<file path="config.mk">
export PLATFORM = sky130hd
export DESIGN_NAME = modular_exponentiation
export DESIGN_NICKNAME = d
export VERILOG_FILES = /design/src/hdl/mexp_pkg.sv /design/src/hdl/mexp_dp.sv /design/src/hdl/mexp_ctrl.sv /design/src/hdl/modular_exponentiation.sv
export SDC_FILE = /design/constraint.sdc
export NUM_CORES = 1
export LEC_CHECK = 0
export BUFFER_PORTS_ARGS = -buffer_cell sky130_fd_sc_hd__buf_4
export CORE_ASPECT_RATIO = 1.5
export CORE_MARGIN = 5
export CORE_UTILIZATION = 53
export DETAILED_ROUTE_END_ITERATION = 6
export HOLD_SLACK_MARGIN = 0.1
export PLACE_DENSITY_LB_ADDON = 0.3
export SYNTH_ARGS = -nofsm -noshare
export SYNTH_HDL_FRONTEND = slang
export SYNTH_SLANG_ARGS = --single-unit
</file>
<file path="constraint.sdc">
create_clock -name clock -period 11.41 [get_ports clock]
set_clock_uncertainty 0.2 [all_clocks]
set_input_delay 1.141 -clock clock [delete_from_list [all_inputs] [get_ports clock]]
set_output_delay 1.141 -clock clock [all_outputs]
set_load 0.01 [all_outputs]
</file>
<file path="src/hdl/mexp_pkg.sv">
// Shared types for the modular exponentiation block: states, commands, status.
package mexp_pkg;

   typedef enum logic [2:0] {
      ST_IDLE,
      ST_START,
      ST_DBL,
      ST_ADD,
      ST_WB,
      ST_EVAL,
      ST_DONE
   } state_type;

   // Which modular product is running: base reduction, acc*sq, or sq*sq
   typedef enum logic [1:0] {
      OP_BASE,
      OP_ACC,
      OP_SQ
   } op_type;

   typedef struct packed {
      logic   load;        // capture base and exponent
      logic   mul_start;   // clear product, load operands
      op_type mul_op;
      logic   step_dbl;    // product <= 2*product mod M
      logic   step_add;    // product <= product + addend mod M
      logic   bit_next;    // advance to next multiplier bit
      logic   wr_acc;
      logic   wr_sq;
      logic   exp_shift;
      logic   out_load;
   } cmd_type;

   typedef struct packed {
      logic in_exp_zero;
      logic mlt_msb;
      logic cnt_last;
      logic exp_lsb;
      logic exp_rest_zero;
   } status_type;

endpackage

</file>
<file path="src/hdl/mexp_dp.sv">
// Datapath: operand registers, shared modular adder and bit-serial multiplier.
module mexp_dp
   import mexp_pkg::*;
#(
   parameter int WORD_BITS = 16
) (
   input  logic                 clock,
   input  cmd_type              cmd,
   output status_type           status,
   input  logic [WORD_BITS-1:0] modulus,
   input  logic [WORD_BITS-1:0] req_base,
   input  logic [WORD_BITS-1:0] req_exponent,
   output logic [WORD_BITS-1:0] rsp_residue
);

   localparam int CNT_W = $clog2(WORD_BITS);

   logic [WORD_BITS-1:0] acc_ff, acc_in;
   logic [WORD_BITS-1:0] sq_ff, sq_in;
   logic [WORD_BITS-1:0] exp_ff, exp_in;
   logic [WORD_BITS-1:0] prod_ff, prod_in;
   logic [WORD_BITS-1:0] add_ff, add_in;
   logic [WORD_BITS-1:0] mlt_ff, mlt_in;
   logic [WORD_BITS-1:0] res_ff, res_in;
   logic [CNT_W-1:0]     cnt_ff, cnt_in;

   logic [WORD_BITS:0]   mod_ext;
   logic [WORD_BITS:0]   add_y;
   logic [WORD_BITS:0]   add_sum;
   logic [WORD_BITS:0]   add_red;
   logic [WORD_BITS-1:0] one_res;

   // A zero modulus stands for 2^WORD_BITS
   assign mod_ext = (modulus == '0) ? {1'b1, {WORD_BITS{1'b0}}} : {1'b0, modulus};
   assign one_res = (modulus == WORD_BITS'(1)) ? '0 : WORD_BITS'(1);

   // Both operands stay below M, so the sum needs one subtract at most
   assign add_y   = cmd.step_add ? {1'b0, add_ff} : {1'b0, prod_ff};
   assign add_sum = {1'b0, prod_ff} + add_y;
   assign add_red = (add_sum >= mod_ext) ? (add_sum - mod_ext) : add_sum;

   always_comb begin
      acc_in  = acc_ff;
      sq_in   = sq_ff;
      exp_in  = exp_ff;
      prod_in = prod_ff;
      add_in  = add_ff;
      mlt_in  = mlt_ff;
      cnt_in  = cnt_ff;
      res_in  = res_ff;
      if (cmd.load) begin
         sq_in  = req_base;
         exp_in = req_exponent;
         acc_in = (req_exponent == '0) ? WORD_BITS'(1) : one_res;
      end
      if (cmd.mul_start) begin
         prod_in = '0;
         cnt_in  = '0;
         unique case (cmd.mul_op)
            OP_BASE: begin
               add_in = one_res;
               mlt_in = sq_ff;
            end
            OP_ACC: begin
               add_in = acc_ff;
               mlt_in = sq_ff;
            end
            OP_SQ: begin
               add_in = sq_ff;
               mlt_in = sq_ff;
            end
            default: begin
               add_in = sq_ff;
               mlt_in = sq_ff;
            end
         endcase
      end
      if (cmd.step_dbl || cmd.step_add) begin
         prod_in = add_red[WORD_BITS-1:0];
      end
      if (cmd.bit_next) begin
         mlt_in = {mlt_ff[WORD_BITS-2:0], 1'b0};
         cnt_in = cnt_ff + CNT_W'(1);
      end
      if (cmd.wr_acc) begin
         acc_in = prod_ff;
      end
      if (cmd.wr_sq) begin
         sq_in = prod_ff;
      end
      if (cmd.exp_shift) begin
         exp_in = exp_ff >> 1;
      end
      if (cmd.out_load) begin
         res_in = acc_ff;
      end
   end

   always_ff @(posedge clock) begin
      acc_ff  <= acc_in;
      sq_ff   <= sq_in;
      exp_ff  <= exp_in;
      prod_ff <= prod_in;
      add_ff  <= add_in;
      mlt_ff  <= mlt_in;
      cnt_ff  <= cnt_in;
      res_ff  <= res_in;
   end

   assign status.in_exp_zero   = (req_exponent == '0);
   assign status.mlt_msb       = mlt_ff[WORD_BITS-1];
   assign status.cnt_last      = (cnt_ff == CNT_W'(WORD_BITS - 1));
   assign status.exp_lsb       = exp_ff[0];
   assign status.exp_rest_zero = (exp_ff[WORD_BITS-1:1] == '0);

   assign rsp_residue = res_ff;

endmodule

</file>
<file path="src/hdl/mexp_ctrl.sv">
// Controller: sequences base reduction, square-and-multiply and result hand-off.
module mexp_ctrl
   import mexp_pkg::*;
(
   input  logic       clock,
   input  logic       reset,
   input  logic       req_valid,
   output logic       req_stall,
   output logic       rsp_valid,
   input  logic       rsp_stall,
   output cmd_type    cmd,
   input  status_type status
);

   state_type state_ff, state_in;
   op_type    op_ff, op_in;
   logic      rsp_valid_ff, rsp_valid_in;

   always_ff @(posedge clock) begin
      if (reset) begin
         state_ff     <= ST_IDLE;
         op_ff        <= OP_BASE;
         rsp_valid_ff <= 1'b0;
      end else begin
         state_ff     <= state_in;
         op_ff        <= op_in;
         rsp_valid_ff <= rsp_valid_in;
      end
   end

   always_comb begin
      state_in = state_ff;
      cmd      = '0;
      cmd.mul_op = OP_BASE;
      rsp_valid_in = rsp_valid_ff && rsp_stall;
      unique case (state_ff)
         ST_IDLE: begin
            if (req_valid) begin
               cmd.load = 1'b1;
               state_in = status.in_exp_zero ? ST_DONE : ST_START;
            end
         end
         ST_START: begin
            cmd.mul_start = 1'b1;
            cmd.mul_op    = OP_BASE;
            state_in      = ST_DBL;
         end
         ST_DBL: begin
            cmd.step_dbl = 1'b1;
            if (status.mlt_msb) begin
               state_in = ST_ADD;
            end else begin
               cmd.bit_next = 1'b1;
               state_in     = status.cnt_last ? ST_WB : ST_DBL;
            end
         end
         ST_ADD: begin
            cmd.step_add = 1'b1;
            cmd.bit_next = 1'b1;
            state_in     = status.cnt_last ? ST_WB : ST_DBL;
         end
         ST_WB: begin
            unique case (op_ff)
               OP_BASE: begin
                  cmd.wr_sq = 1'b1;
                  state_in  = ST_EVAL;
               end
               OP_ACC: begin
                  cmd.wr_acc = 1'b1;
                  // no higher exponent bits left: the square is not needed
                  if (status.exp_rest_zero) begin
                     state_in = ST_DONE;
                  end else begin
                     cmd.mul_start = 1'b1;
                     cmd.mul_op    = OP_SQ;
                     state_in      = ST_DBL;
                  end
               end
               default: begin
                  cmd.wr_sq     = 1'b1;
                  cmd.exp_shift = 1'b1;
                  state_in      = ST_EVAL;
               end
            endcase
         end
         ST_EVAL: begin
            cmd.mul_start = 1'b1;
            cmd.mul_op    = status.exp_lsb ? OP_ACC : OP_SQ;
            state_in      = ST_DBL;
         end
         ST_DONE: begin
            // hold until the output register is free
            if (!rsp_valid_ff || !rsp_stall) begin
               cmd.out_load = 1'b1;
               rsp_valid_in = 1'b1;
               state_in     = ST_IDLE;
            end
         end
         default: begin
            state_in = ST_IDLE;
         end
      endcase
      op_in = cmd.mul_start ? cmd.mul_op : op_ff;
   end

   assign req_stall = (state_ff != ST_IDLE);
   assign rsp_valid = rsp_valid_ff;

endmodule

</file>
<file path="src/hdl/modular_exponentiation.sv">
// Top level of the modular exponentiation block: modulus register, controller, datapath.
//
//   channel   direction  handshake          payload
//   req       in         req_valid/stall    req_base, req_exponent
//   rsp       out        rsp_valid/stall    rsp_residue
//   csr       in         csr_valid/ready    csr_modulus
//
// One modular multiply doubles for every multiplier bit and adds for every set bit,
// then writes back; one shared modular adder does a double or an add each cycle.
// An item takes a base reduction and up to two multiplies per exponent bit up to
// its highest set bit; a zero exponent skips them. Synchronous reset sets modulus to 65521.
// The next item is taken while a result waits in the output register under stall.
module modular_exponentiation
   import mexp_pkg::*;
#(
   parameter int WORD_BITS = 16
) (
   input  logic                 clock,
   input  logic                 reset,
   input  logic                 req_valid,
   output logic                 req_stall,
   input  logic [WORD_BITS-1:0] req_base,
   input  logic [WORD_BITS-1:0] req_exponent,
   output logic                 rsp_valid,
   input  logic                 rsp_stall,
   output logic [WORD_BITS-1:0] rsp_residue,
   input  logic                 csr_valid,
   output logic                 csr_ready,
   input  logic [WORD_BITS-1:0] csr_modulus
);

   localparam logic [WORD_BITS-1:0] ModulusReset = WORD_BITS'(65521);

   logic [WORD_BITS-1:0] modulus_ff, modulus_in;
   cmd_type              cmd;
   status_type           status;

   assign csr_ready  = 1'b1;
   assign modulus_in = (csr_valid && csr_ready) ? csr_modulus : modulus_ff;

   always_ff @(posedge clock) begin
      if (reset) begin
         modulus_ff <= ModulusReset;
      end else begin
         modulus_ff <= modulus_in;
      end
   end

   mexp_ctrl u_ctrl (
      .clock     (clock),
      .reset     (reset),
      .req_valid (req_valid),
      .req_stall (req_stall),
      .rsp_valid (rsp_valid),
      .rsp_stall (rsp_stall),
      .cmd       (cmd),
      .status    (status)
   );

   mexp_dp #(
      .WORD_BITS (WORD_BITS)
   ) u_dp (
      .clock        (clock),
      .cmd          (cmd),
      .status       (status),
      .modulus      (modulus_ff),
      .req_base     (req_base),
      .req_exponent (req_exponent),
      .rsp_residue  (rsp_residue)
   );

   // one item at a time: a transfer in closes the input
   a_one_in_flight: assert property (@(posedge clock) disable iff (reset)
      (req_valid && !req_stall) |=> req_stall)
      else $error("input accepted while an item is in flight");

   // zero exponent goes through ST_DONE to the output register and returns 1 when the output is free
   a_zero_exp: assert property (@(posedge clock) disable iff (reset)
      (req_valid && !req_stall && req_exponent == '0 && !rsp_valid)
         |=> ##1 (rsp_valid && rsp_residue == WORD_BITS'(1)))
      else $error("zero exponent did not give residue 1");

   // a fresh result lies below a nonzero modulus above one
   a_residue_range: assert property (@(posedge clock) disable iff (reset)
      ($rose(rsp_valid) && modulus_ff > WORD_BITS'(1)) |-> (rsp_residue < modulus_ff))
      else $error("residue not reduced");

endmodule
</file>
==> results of run 1 <==
[critical path: stages (launching register included)]
cell and delay, ns:
dfxtp_1 0.51, nor2b_1 0.33, nand2_1 0.45, mux2_2 0.44
ha_1 0.23, fa_1 0.43, nand3_1 0.15, a21boi_0 0.14
or4b_2 0.63, nand3_1 0.19, ha_1 0.33, a21oi_1 0.33
o21ai_0 0.19, a31oi_1 0.36, a32oi_2 0.39, a2111o_1 0.40
o22ai_1 0.14
[state kept, by name, indices dropped and copies added, names as in the netlist]
register / flops
u_dp.mlt_ff: 16
u_dp.add_ff: 16
u_ctrl.state_ff: 3
modulus_ff: 16
u_dp.rsp_residue: 16
u_ctrl.op_ff: 2
u_dp.acc_ff: 16
u_dp.sq_ff: 16
u_dp.prod_ff: 16
u_dp.cnt_ff: 4
u_dp.exp_ff: 16
u_ctrl.rsp_valid: 1
[logic make-up (layout without fill, tap and decap cells)]
| logic type | count (synthesis) | in the layout | share of synthesized area (%) |
|---|---|---|---|
| DFF | 138 | 138 | 51.1 |
| xor gates and xnor gates | 20 | 20 | 2.29 |
| adders and majority gates | 37 | 37 | 6.26 |
| muxes | 55 | 55 | 7.98 |
| AOI/OAI and AO/OA | 169 | 169 | 15.7 |
| other | 1 | 1 | 0.0491 |
| and+or+nand+nor | 192 | 192 | 13.2 |
| buffers and inverters | 61 | 135 | 3.41 |
[where the power goes]
part	switching (mW)	internal [mW]	total, mW
logic	0.388	0.250	0.638
registers	0.0313	0.604	0.636
clock network	0.219	0.278	0.497
total	0.639	1.13	1.77
[cell usage after synthesis, types with 15 or more instances]
cell      number  area share [%]
edfxtp_1     114              45
nand2_1       55             2.7
mux2_2        47             6.9
a21oi_1       35             2.3
ha_1          35             5.7
nor2_1        35             1.7
a22o_1        31             3.6
inv_1         29             1.4
o21ai_0       26             1.7
dfxtp_1       24             6.3
and2_1        21             1.7
clkbuf_1      19            0.93
nand3_1       15            0.98
o211ai_1      15             1.5
[path summary, 6_finish.rpt]
path,start,to,cells past startpoint
worst min-delay path,u_dp.acc_ff[9],u_dp.rsp_residue[9],0
worst max register to register,u_ctrl.state_ff[1],u_dp.prod_ff[13],16
worst max-delay path,u_ctrl.state_ff[1],u_dp.prod_ff[13],16
worst min register to register,u_dp.acc_ff[9],u_dp.rsp_residue[9],0
[per-stage QoR]
step	worst slack [ns]	hold slack (ns)
floorplan	6.32	0.227
global placement	5.61	0.228
detailed placement	5.40	0.235
CTS	5.41	0.249
global route	4.92	0.261
finish	5.40	0.250
[final cells by class]
type                       count  area (um2)  share of cell area, %
timing repair buffer          74         556                   6.31
inverter                      29         109                   1.24
tap                          192         240                   2.73
clock buffer                  18         429                   4.87
clock inverter                14         100                   1.14
sequential                   138        3900                   44.3
multi-input combinational    474        3470                   39.4
[per-layer routing]
layer  vias up  global-route usage, %
li1       2678                      -
met1      2639                   25.0
met2       158                   37.9
met3        29                   4.19
met4         0                   8.60
met5         -                      0
==> flow_summary_export.csv, run 1 <==
group,metric,value,unit
finish,final_util,62.7,%
logic_synthesis,synth_cell_type_count,68,
logic_synthesis,yosysWarnings,0,
clocking,cts.hold.buffers_added,0,
clocking,cts_max_level,4,
logic_synthesis,async_reset_ff_share,0,%
finish,drive_gt1_share,22.4,%
floorplanning,dieArea,17000,um2
timing,hold_violations,0,
placed_design,dp.final_hpwl,13300,um
drt,wl_per_cell,18.8,um
timing,fin_crit_sh,52.7,%
logic_synthesis,synth_ff_type,"edfxtp_1",
logic_synthesis,synth-seq-cells,138,
finish,area_growth,15.4,%
logic_synthesis,synth_area,7640,um2
timing,worst-slew-pin-transition,1.06,ns
setup_path,start_kind,"flop",
finish,final_cell_mix,"edfxtp_1 (114), buf_4 (74), nand2_1 (55), mux2_2 (47)",
logic_synthesis,synth_edf_count,114,
setup_path,r2r_slack,5.40,ns
timing,finalCriticalPeriod,6.01,ns
logic_synthesis,syn_area_per_cell,11.3,um2
floorplanning,io_pins,72,
clocking,cts_resized,0,
drt,totalWireLength,17700,um
finish,num_antenna_cells,0,
clocking,numCtsBuffers,17,
finish,n_fill_cell,1112,
finish,stdcell_count,939,
placed_design,dp_cells,907,
clocking,cts.sinks,138,
pwr,finalPower,1.77,mW
setup_path,critPathRequiredTime,11.47,ns
timing,slew_viol_final,0,
drt,top_layer,"met4",
setup_path,worstPathMaxFanout,17,
finish,final_nets,824,
logic_synthesis,synthesis.nets,763,
setup_path,worstSetupPathType,"reg -> reg",
clocking,cts-root-buf,"clkbuf_16",
drt,detail-route-antenna-nets,0,
global_route,grt_pass1_wl,28000,um
floorplanning,die_x,108,um
floorplanning,die_h,157,um
drt,drc,0,
min_path,min_path_type,"reg -> reg",
pwr,leakagePower,3.43,nW
global_route,first_global_vias,5507,
finish,final_area,8810,um2
global_route,grt_max_degree,33,
status,status,"finished clean",
placed_design,gp_congestion,0.936,
drt,vias_per_cell,5.86,
clocking,cts_tree,"done",
drt,drtIter0Drc,230,
floorplanning,fp.coreArea,14100,um2
clocking,cts.clk_slew.worst_paths,0.06,ns
clocking,post_cts_buffers,0,
global_route,gr-total-overflow,0,
timing,setup_viol,0,
logic_synthesis,yosysSeqAreaShare,51.1,%
clocking,cts_max_path_buffers,2,
drt,wirelength_met1,7200,um
finish,final_common_cell,"edfxtp_1",
drt,wl_met3,804,um
setup_path,cp.arrival,6.07,ns
timing,max_freq,166,MHz
pwr,power_density,201,nW/um2
drt,dr.pass1.iters,7,
logic_synthesis,netlist_instances,673,
timing,final.setup.tns,0,ns
global_route,track_usage,21.3,%
placed_design,io_buffers,70,
timing,rsz0062_at_grt,"no",
drt,dr_wl_met2,9240,um
timing,relSlewSlack,27.6,%
floorplanning,start_util,54.3,%
run,max-cap-violations,0,
floorplanning,num_rows,53,
setup_path,cp-end-kind,"flop",
pwr,vdd_ir_drop_max,0.105,mV
global_route,antenna_found_initial,0,
drt,vias,5504,
placed_design,dpl_cell_area,8280,um2
clocking,clock_latency,0.42,ns
No activity file was read; power rests on OpenSTA's default activity.
==> run 2, diff against run 1 <==
- clock period: 11.41 -> 5.2 ns (I/O delays scaled with it)
==> run 2 against run 1 <==
  * Routed wire length grew 3.2%
  * Cell area grew 1.9%
  * Die area unchanged
  * Count of clock-buffer cells in the layout is 1 lower
  * Via count grew 4.3%
  * First-iteration DRC count grew 19%
==> flow_summary_export.csv, run 2 (synthesized netlist as in run 1, its figures left out) <==
group,metric,value,unit
timing,worst-slew-pin-transition,0.957,ns
finish,num_antenna_cells,0,
finish,final_nets,836,
finish,final_common_cell,"edfxtp_1",
clocking,cts.clk_slew.worst_paths,0.06,ns
floorplanning,fp.coreArea,14100,um2
setup_path,rr_startpoint,"u_ctrl.state_ff[1]",
timing,relSlewSlack,36.0,%
setup_path,r2r_slack,0.25,ns
setup_path,cp-end-kind,"flop",
min_path,hp-start,"csr_modulus[6]",
setup_path,cp.arrival,4.99,ns
pwr,finalPower,4.04,mW
timing,hold_violations,0,
floorplanning,die_h,157,um
global_route,grt_pass1_wl,28700,um
placed_design,dp_cells,914,
timing,max_freq,202,MHz
setup_path,crit_start,"u_ctrl.state_ff[1]",
setup_path,worstPathMaxFanout,9,
drt,dr.pass1.iters,5,
setup_path,critPathRequiredTime,5.24,ns
setup_path,start_kind,"flop",
setup_path,path_buf_inv,3,
drt,vias_per_cell,6.04,
pwr,leakagePower,3.52,nW
timing,slew_viol_final,0,
run,max-cap-violations,0,
finish,stdcell_count,951,
drt,totalWireLength,18200,um
setup_path,crit_top_cell,"buf_4",
placed_design,io_buffers,70,
timing,whs,0.113,ns
status,status,"finished clean",
clocking,numCtsBuffers,17,
clocking,cts_max_level,4,
pwr,vdd_ir_drop_max,0.254,mV
setup_path,reg2reg_to,"u_dp.prod_ff[7]",
drt,drtIter0Drc,274,
global_route,first_global_vias,5648,
finish,drive_gt1_share,24.8,%
finish,area_growth,17.6,%
placed_design,gp_congestion,0.928,
timing,setup_viol,0,
floorplanning,die_x,108,um
setup_path,cp_slowest_stage_delay,0.40,ns
clocking,cts.sinks,138,
drt,vias,5740,
drt,drc,0,
placed_design,dp.final_hpwl,13400,um
timing,fin_crit_sh,95.2,%
clocking,clock_latency,0.42,ns
min_path,min_delay_worst_endpoint,"modulus_ff[6]",
min_path,min_path_type,"in -> reg",
clocking,cts_tree,"done",
clocking,cts_max_path_buffers,2,
floorplanning,io_pins,72,
global_route,grt_max_degree,30,
pwr,power_density,450,nW/um2
min_path,holdPathStages,3,
drt,wl_per_cell,19.2,um
floorplanning,dieArea,17000,um2
finish,final_cell_mix,"edfxtp_1 (114), buf_4 (85), nand2_1 (54), mux2_2 (47)",
timing,finalCriticalPeriod,4.95,ns
setup_path,cp_top_family,"compound AO/OA/AOI/OAI gates",
timing,final.setup.tns,0,ns
clocking,cts-root-buf,"clkbuf_16",
global_route,gr-total-overflow,0,
setup_path,worstSetupPathType,"reg -> reg",
setup_path,path_cells,"nor2b_1 -> nand2_2 -> buf_4 -> mux2_2 -> ha_1 -> a21oi_1 -> nor2_1 -> a211oi_1 -> a31oi_1 -> xor2_1 -> ha_1 -> a21oi_2 -> o21ai_0 -> a31oi_2 -> buf_4 -> a32oi_4 -> buf_4 -> nor2_1 -> a211oi_1",
timing,rsz0062_at_grt,"no",
setup_path,cp_slowest_cell,"ha_1",
setup_path,reg2reg_depth,19,
floorplanning,start_util,54.3,%
drt,detail-route-antenna-nets,0,
clocking,cts.hold.buffers_added,0,
global_route,track_usage,21.8,%
floorplanning,num_rows,53,
global_route,antenna_found_initial,0,
[run 2: per-layer routing]
metal	wire, um	vias up	GRT usage, %
met1	7150	2761	25.9
met2	9670	225	39.5
li1	-	2709	-
met4	507	0	7.70
met3	921	45	3.49
met5	0	-	0
[run 2: final cells by class]
| cell class | instances | area, um2 |
|---|---|---|
| clock buffers | 17 | 425 |
| clock inverters | 15 | 129 |
| fillers | 1124 | 5080 |
| inverters | 29 | 109 |
| multi-input cells | 475 | 3530 |
| flip-flops and latches | 138 | 3910 |
| well taps | 192 | 240 |
| repair buffers | 85 | 638 |
[run 2: worst max-delay path by stage]
| stage | end | cells past startpoint |
|---|---|---|
| floorplan | u_dp.prod_ff[11] | 21 |
| global placement | u_dp.prod_ff[14] | 17 |
| detailed placement | u_dp.prod_ff[14] | 17 |
| CTS | u_dp.prod_ff[14] | 16 |
| global route | u_dp.prod_ff[7] | 18 |
| finish | u_dp.prod_ff[7] | 19 |
[run 2: tightest hold or removal path, cell delays in order]
cell	delay, ns
buf_4	0.07
nand2_1	0.04
o211ai_1	0.06
[run 2: where the power goes]
part	switching, mW	total (mW)	internal (mW)
Clock	0.508	1.14	0.627
Sequential	0.0685	1.39	1.33
Combinational	0.911	1.51	0.598
Total	1.49	4.04	2.55
[run 2: what timing repair did]
| item | in CTS | in global routing |
|---|---|---|
| setup buffers | 0 | 4 |
| resized for setup | 0 | 12 |
| endpoints found under the setup margin | 0 | 16 |
[run 2: metrics by stage]
step / instance area [um2] / utilization, % / setup slack, ns
final: 8980 / 63.9 / 0.250
after CTS: 8890 / 63.2 / 0.0165
after detailed placement: 8330 / 59.3 / 0.0298
after floorplan: 7640 / - / 0.111
after global routing: 8980 / 63.9 / 0.0447
after global placement: 8330 / 59.3 / 0.180
==> run 3, diff against run 2 <==
- BUFFER_PORTS_ARGS: -buffer_cell sky130_fd_sc_hd__buf_4 -> -buffer_cell sky130_fd_sc_hd__buf_2
==> run 3 against run 2 <==
  * Combinational power fell by 5%
  * Highest routed layer unchanged
  * Via count fell by 1.9%
  * Largest power group unchanged
  * Critical path type unchanged
  * Largest cell class unchanged
  * Count of clock-buffer cells in the layout rose by 3
  * Critical endpoint is now u_dp.prod_ff[1]
  * Critical path depth fell by 2
  * Non-clock buffer count fell by 2
  * Sequential share of layout area rose by 0.70 points
==> flow_summary_export.csv, run 3 (synthesized netlist as in run 1, its figures left out) <==
group,metric,value,unit
drt,totalWireLength,17900,um
clocking,cts.hold.buffers_added,0,
clocking,cts_tree,"done",
clocking,numCtsBuffers,17,
status,status,"finished clean",
timing,setup_viol,0,
pwr,leakagePower,3.48,nW
timing,hold_violations,0,
finish,n_fill_cell,1154,
global_route,antenna_found_initial,0,
timing,finalCriticalPeriod,4.96,ns
floorplanning,start_util,54.3,%
timing,max_freq,201,MHz
setup_path,critPathRequiredTime,5.23,ns
global_route,grt_max_degree,30,
finish,final_nets,833,
finish,final_common_cell,"edfxtp_1",
run,max-cap-violations,0,
floorplanning,io_pins,72,
timing,relSlewSlack,32.4,%
timing,worst_slack,0.236,ns
pwr,netSwitchingFraction,34.3,%
clocking,cts.sinks,138,
pwr,vdd_ir_drop_max,0.218,mV
min_path,min_path_type,"in -> reg",
drt,vias_per_cell,5.94,
setup_path,worstSetupPathType,"reg -> reg",
placed_design,io_buffers,70,
clocking,cts.clk_slew.worst_paths,0.06,ns
global_route,gr-total-overflow,0,
pwr,switchingPower,1.42,mW
setup_path,worstPathMaxFanout,13,
timing,fin_crit_sh,95.5,%
setup_path,path_cells,"nor2b_1 -> nand2_2 -> mux2_2 -> ha_1 -> a211oi_1 -> o21ai_0 -> o2111a_1 -> or3_1 -> and2_1 -> ha_2 -> nand3_2 -> nor4_4 -> o31ai_2 -> a32oi_2 -> buf_4 -> nor2_1 -> a211oi_1",
timing,final.setup.tns,0,ns
clocking,cts_max_level,4,
pwr,p_int,2.73,mW
global_route,first_global_vias,5630,
drt,drtIter0Drc,271,
pwr,finalPower,4.15,mW
floorplanning,num_rows,53,
setup_path,start_kind,"flop",
drt,wl_per_cell,18.8,um
clocking,cts_max_path_buffers,2,
timing,whs,0.116,ns
placed_design,place_ws,0.0692,ns
floorplanning,dieArea,17000,um2
setup_path,crit_top_cell,"a211oi_1",
global_route,grt_pass1_wl,28200,um
drt,detail-route-antenna-nets,0,
finish,drive_gt1_share,24.2,%
floorplanning,die_x,108,um
timing,slew_viol_final,0,
setup_path,cp_slowest_stage_delay,0.40,ns
floorplanning,fp.coreArea,14100,um2
placed_design,dp_cells,914,
pwr,clkPwrFrac,31.6,%
finish,area_growth,15.7,%
placed_design,gp_congestion,0.891,
setup_path,cp-end-kind,"flop",
drt,dr.pass1.iters,6,
finish,num_antenna_cells,0,
finish,stdcell_count,948,
drt,drc,0,
setup_path,cp_slowest_cell,"ha_2",
finish,final_area,8840,um2
placed_design,dp.final_hpwl,13400,um
drt,vias,5630,
floorplanning,die_h,157,um
placed_design,dpl_cell_area,8160,um2
pwr,power_density,470,nW/um2
global_route,track_usage,21.5,%
clocking,clock_latency,0.42,ns
clocking,cts-root-buf,"clkbuf_16",
pwr,seqPwrFrac,33.6,%
pwr,pwr-share-comb,34.8,%
finish,final_cell_mix,"edfxtp_1 (114), buf_2 (70), nand2_1 (54), mux2_2 (47), nor2_1 (35)",
timing,worst-slew-pin-transition,1.01,ns
setup_path,cp.arrival,4.99,ns
finish,final_util,62.9,%
run 3: timing repair:
action                                  4_1_cts  5_1_grt
resized for setup                             0        7
buffers inserted                              0        2
endpoints found under the setup margin        0       16
run 3: critical path: cells and delay by family (launching register included):
kind                       cells  cell delay, ns
adders and majority gates      2            0.70
DFF                            1            0.33
muxes                          1            0.32
buffers and inverters          1            0.24
AOI/OAI and AO/OA              6            1.54
and+or+nand+nor                7            1.43
run 3: metal layers:
| metal | vias up | share of wire, % | global-route usage (%) | wire length (um) |
|---|---|---|---|---|
| met1 | 2719 | 39 | 24.9 | 7030 |
| met5 | - | 0 | 0 | 0 |
| li1 | 2702 | - | - | - |
| met2 | 179 | 53 | 39.1 | 9540 |
| met3 | 30 | 5.2 | 4.80 | 933 |
| met4 | 0 | 2.0 | 7.04 | 350 |
run 3: path summary, 6_finish.rpt:
| check | start | end | slack, ns | cells after the start |
|---|---|---|---|---|
| max | u_ctrl.state_ff[1] | u_dp.prod_ff[1] | 0.24 | 17 |
| min | csr_modulus[4] | modulus_ff[4] | 0.12 | 3 |
| max reg2reg | u_ctrl.state_ff[1] | u_dp.prod_ff[1] | 0.24 | 17 |
| min reg2reg | u_dp.acc_ff[5] | u_dp.rsp_residue[5] | 0.26 | 0 |
run 3: final cells by class:
cell class | instances | area, um2 | share of cell area [%]
Clock buffer | 20 | 457 | 5.17
Clock inverter | 12 | 188 | 2.12
Inverter | 29 | 109 | 1.23
Multi-Input combinational cell | 474 | 3490 | 39.5
Sequential cell | 138 | 3910 | 44.2
Tap cell | 192 | 240 | 2.72
Timing Repair Buffer | 83 | 448 | 5.07
run 3: power groups by stage:
| stage | sequential [mW] | combinational, mW | clock, mW |
|---|---|---|---|
| global route | 1.40 | 1.58 | 1.38 |
| detailed placement | 1.41 | 1.38 | 0 |
| global placement | 1.41 | 1.36 | 0 |
| finish | 1.39 | 1.44 | 1.31 |
| CTS | 1.39 | 1.40 | 1.32 |
| floorplan | 1.38 | 1.10 | 0 |
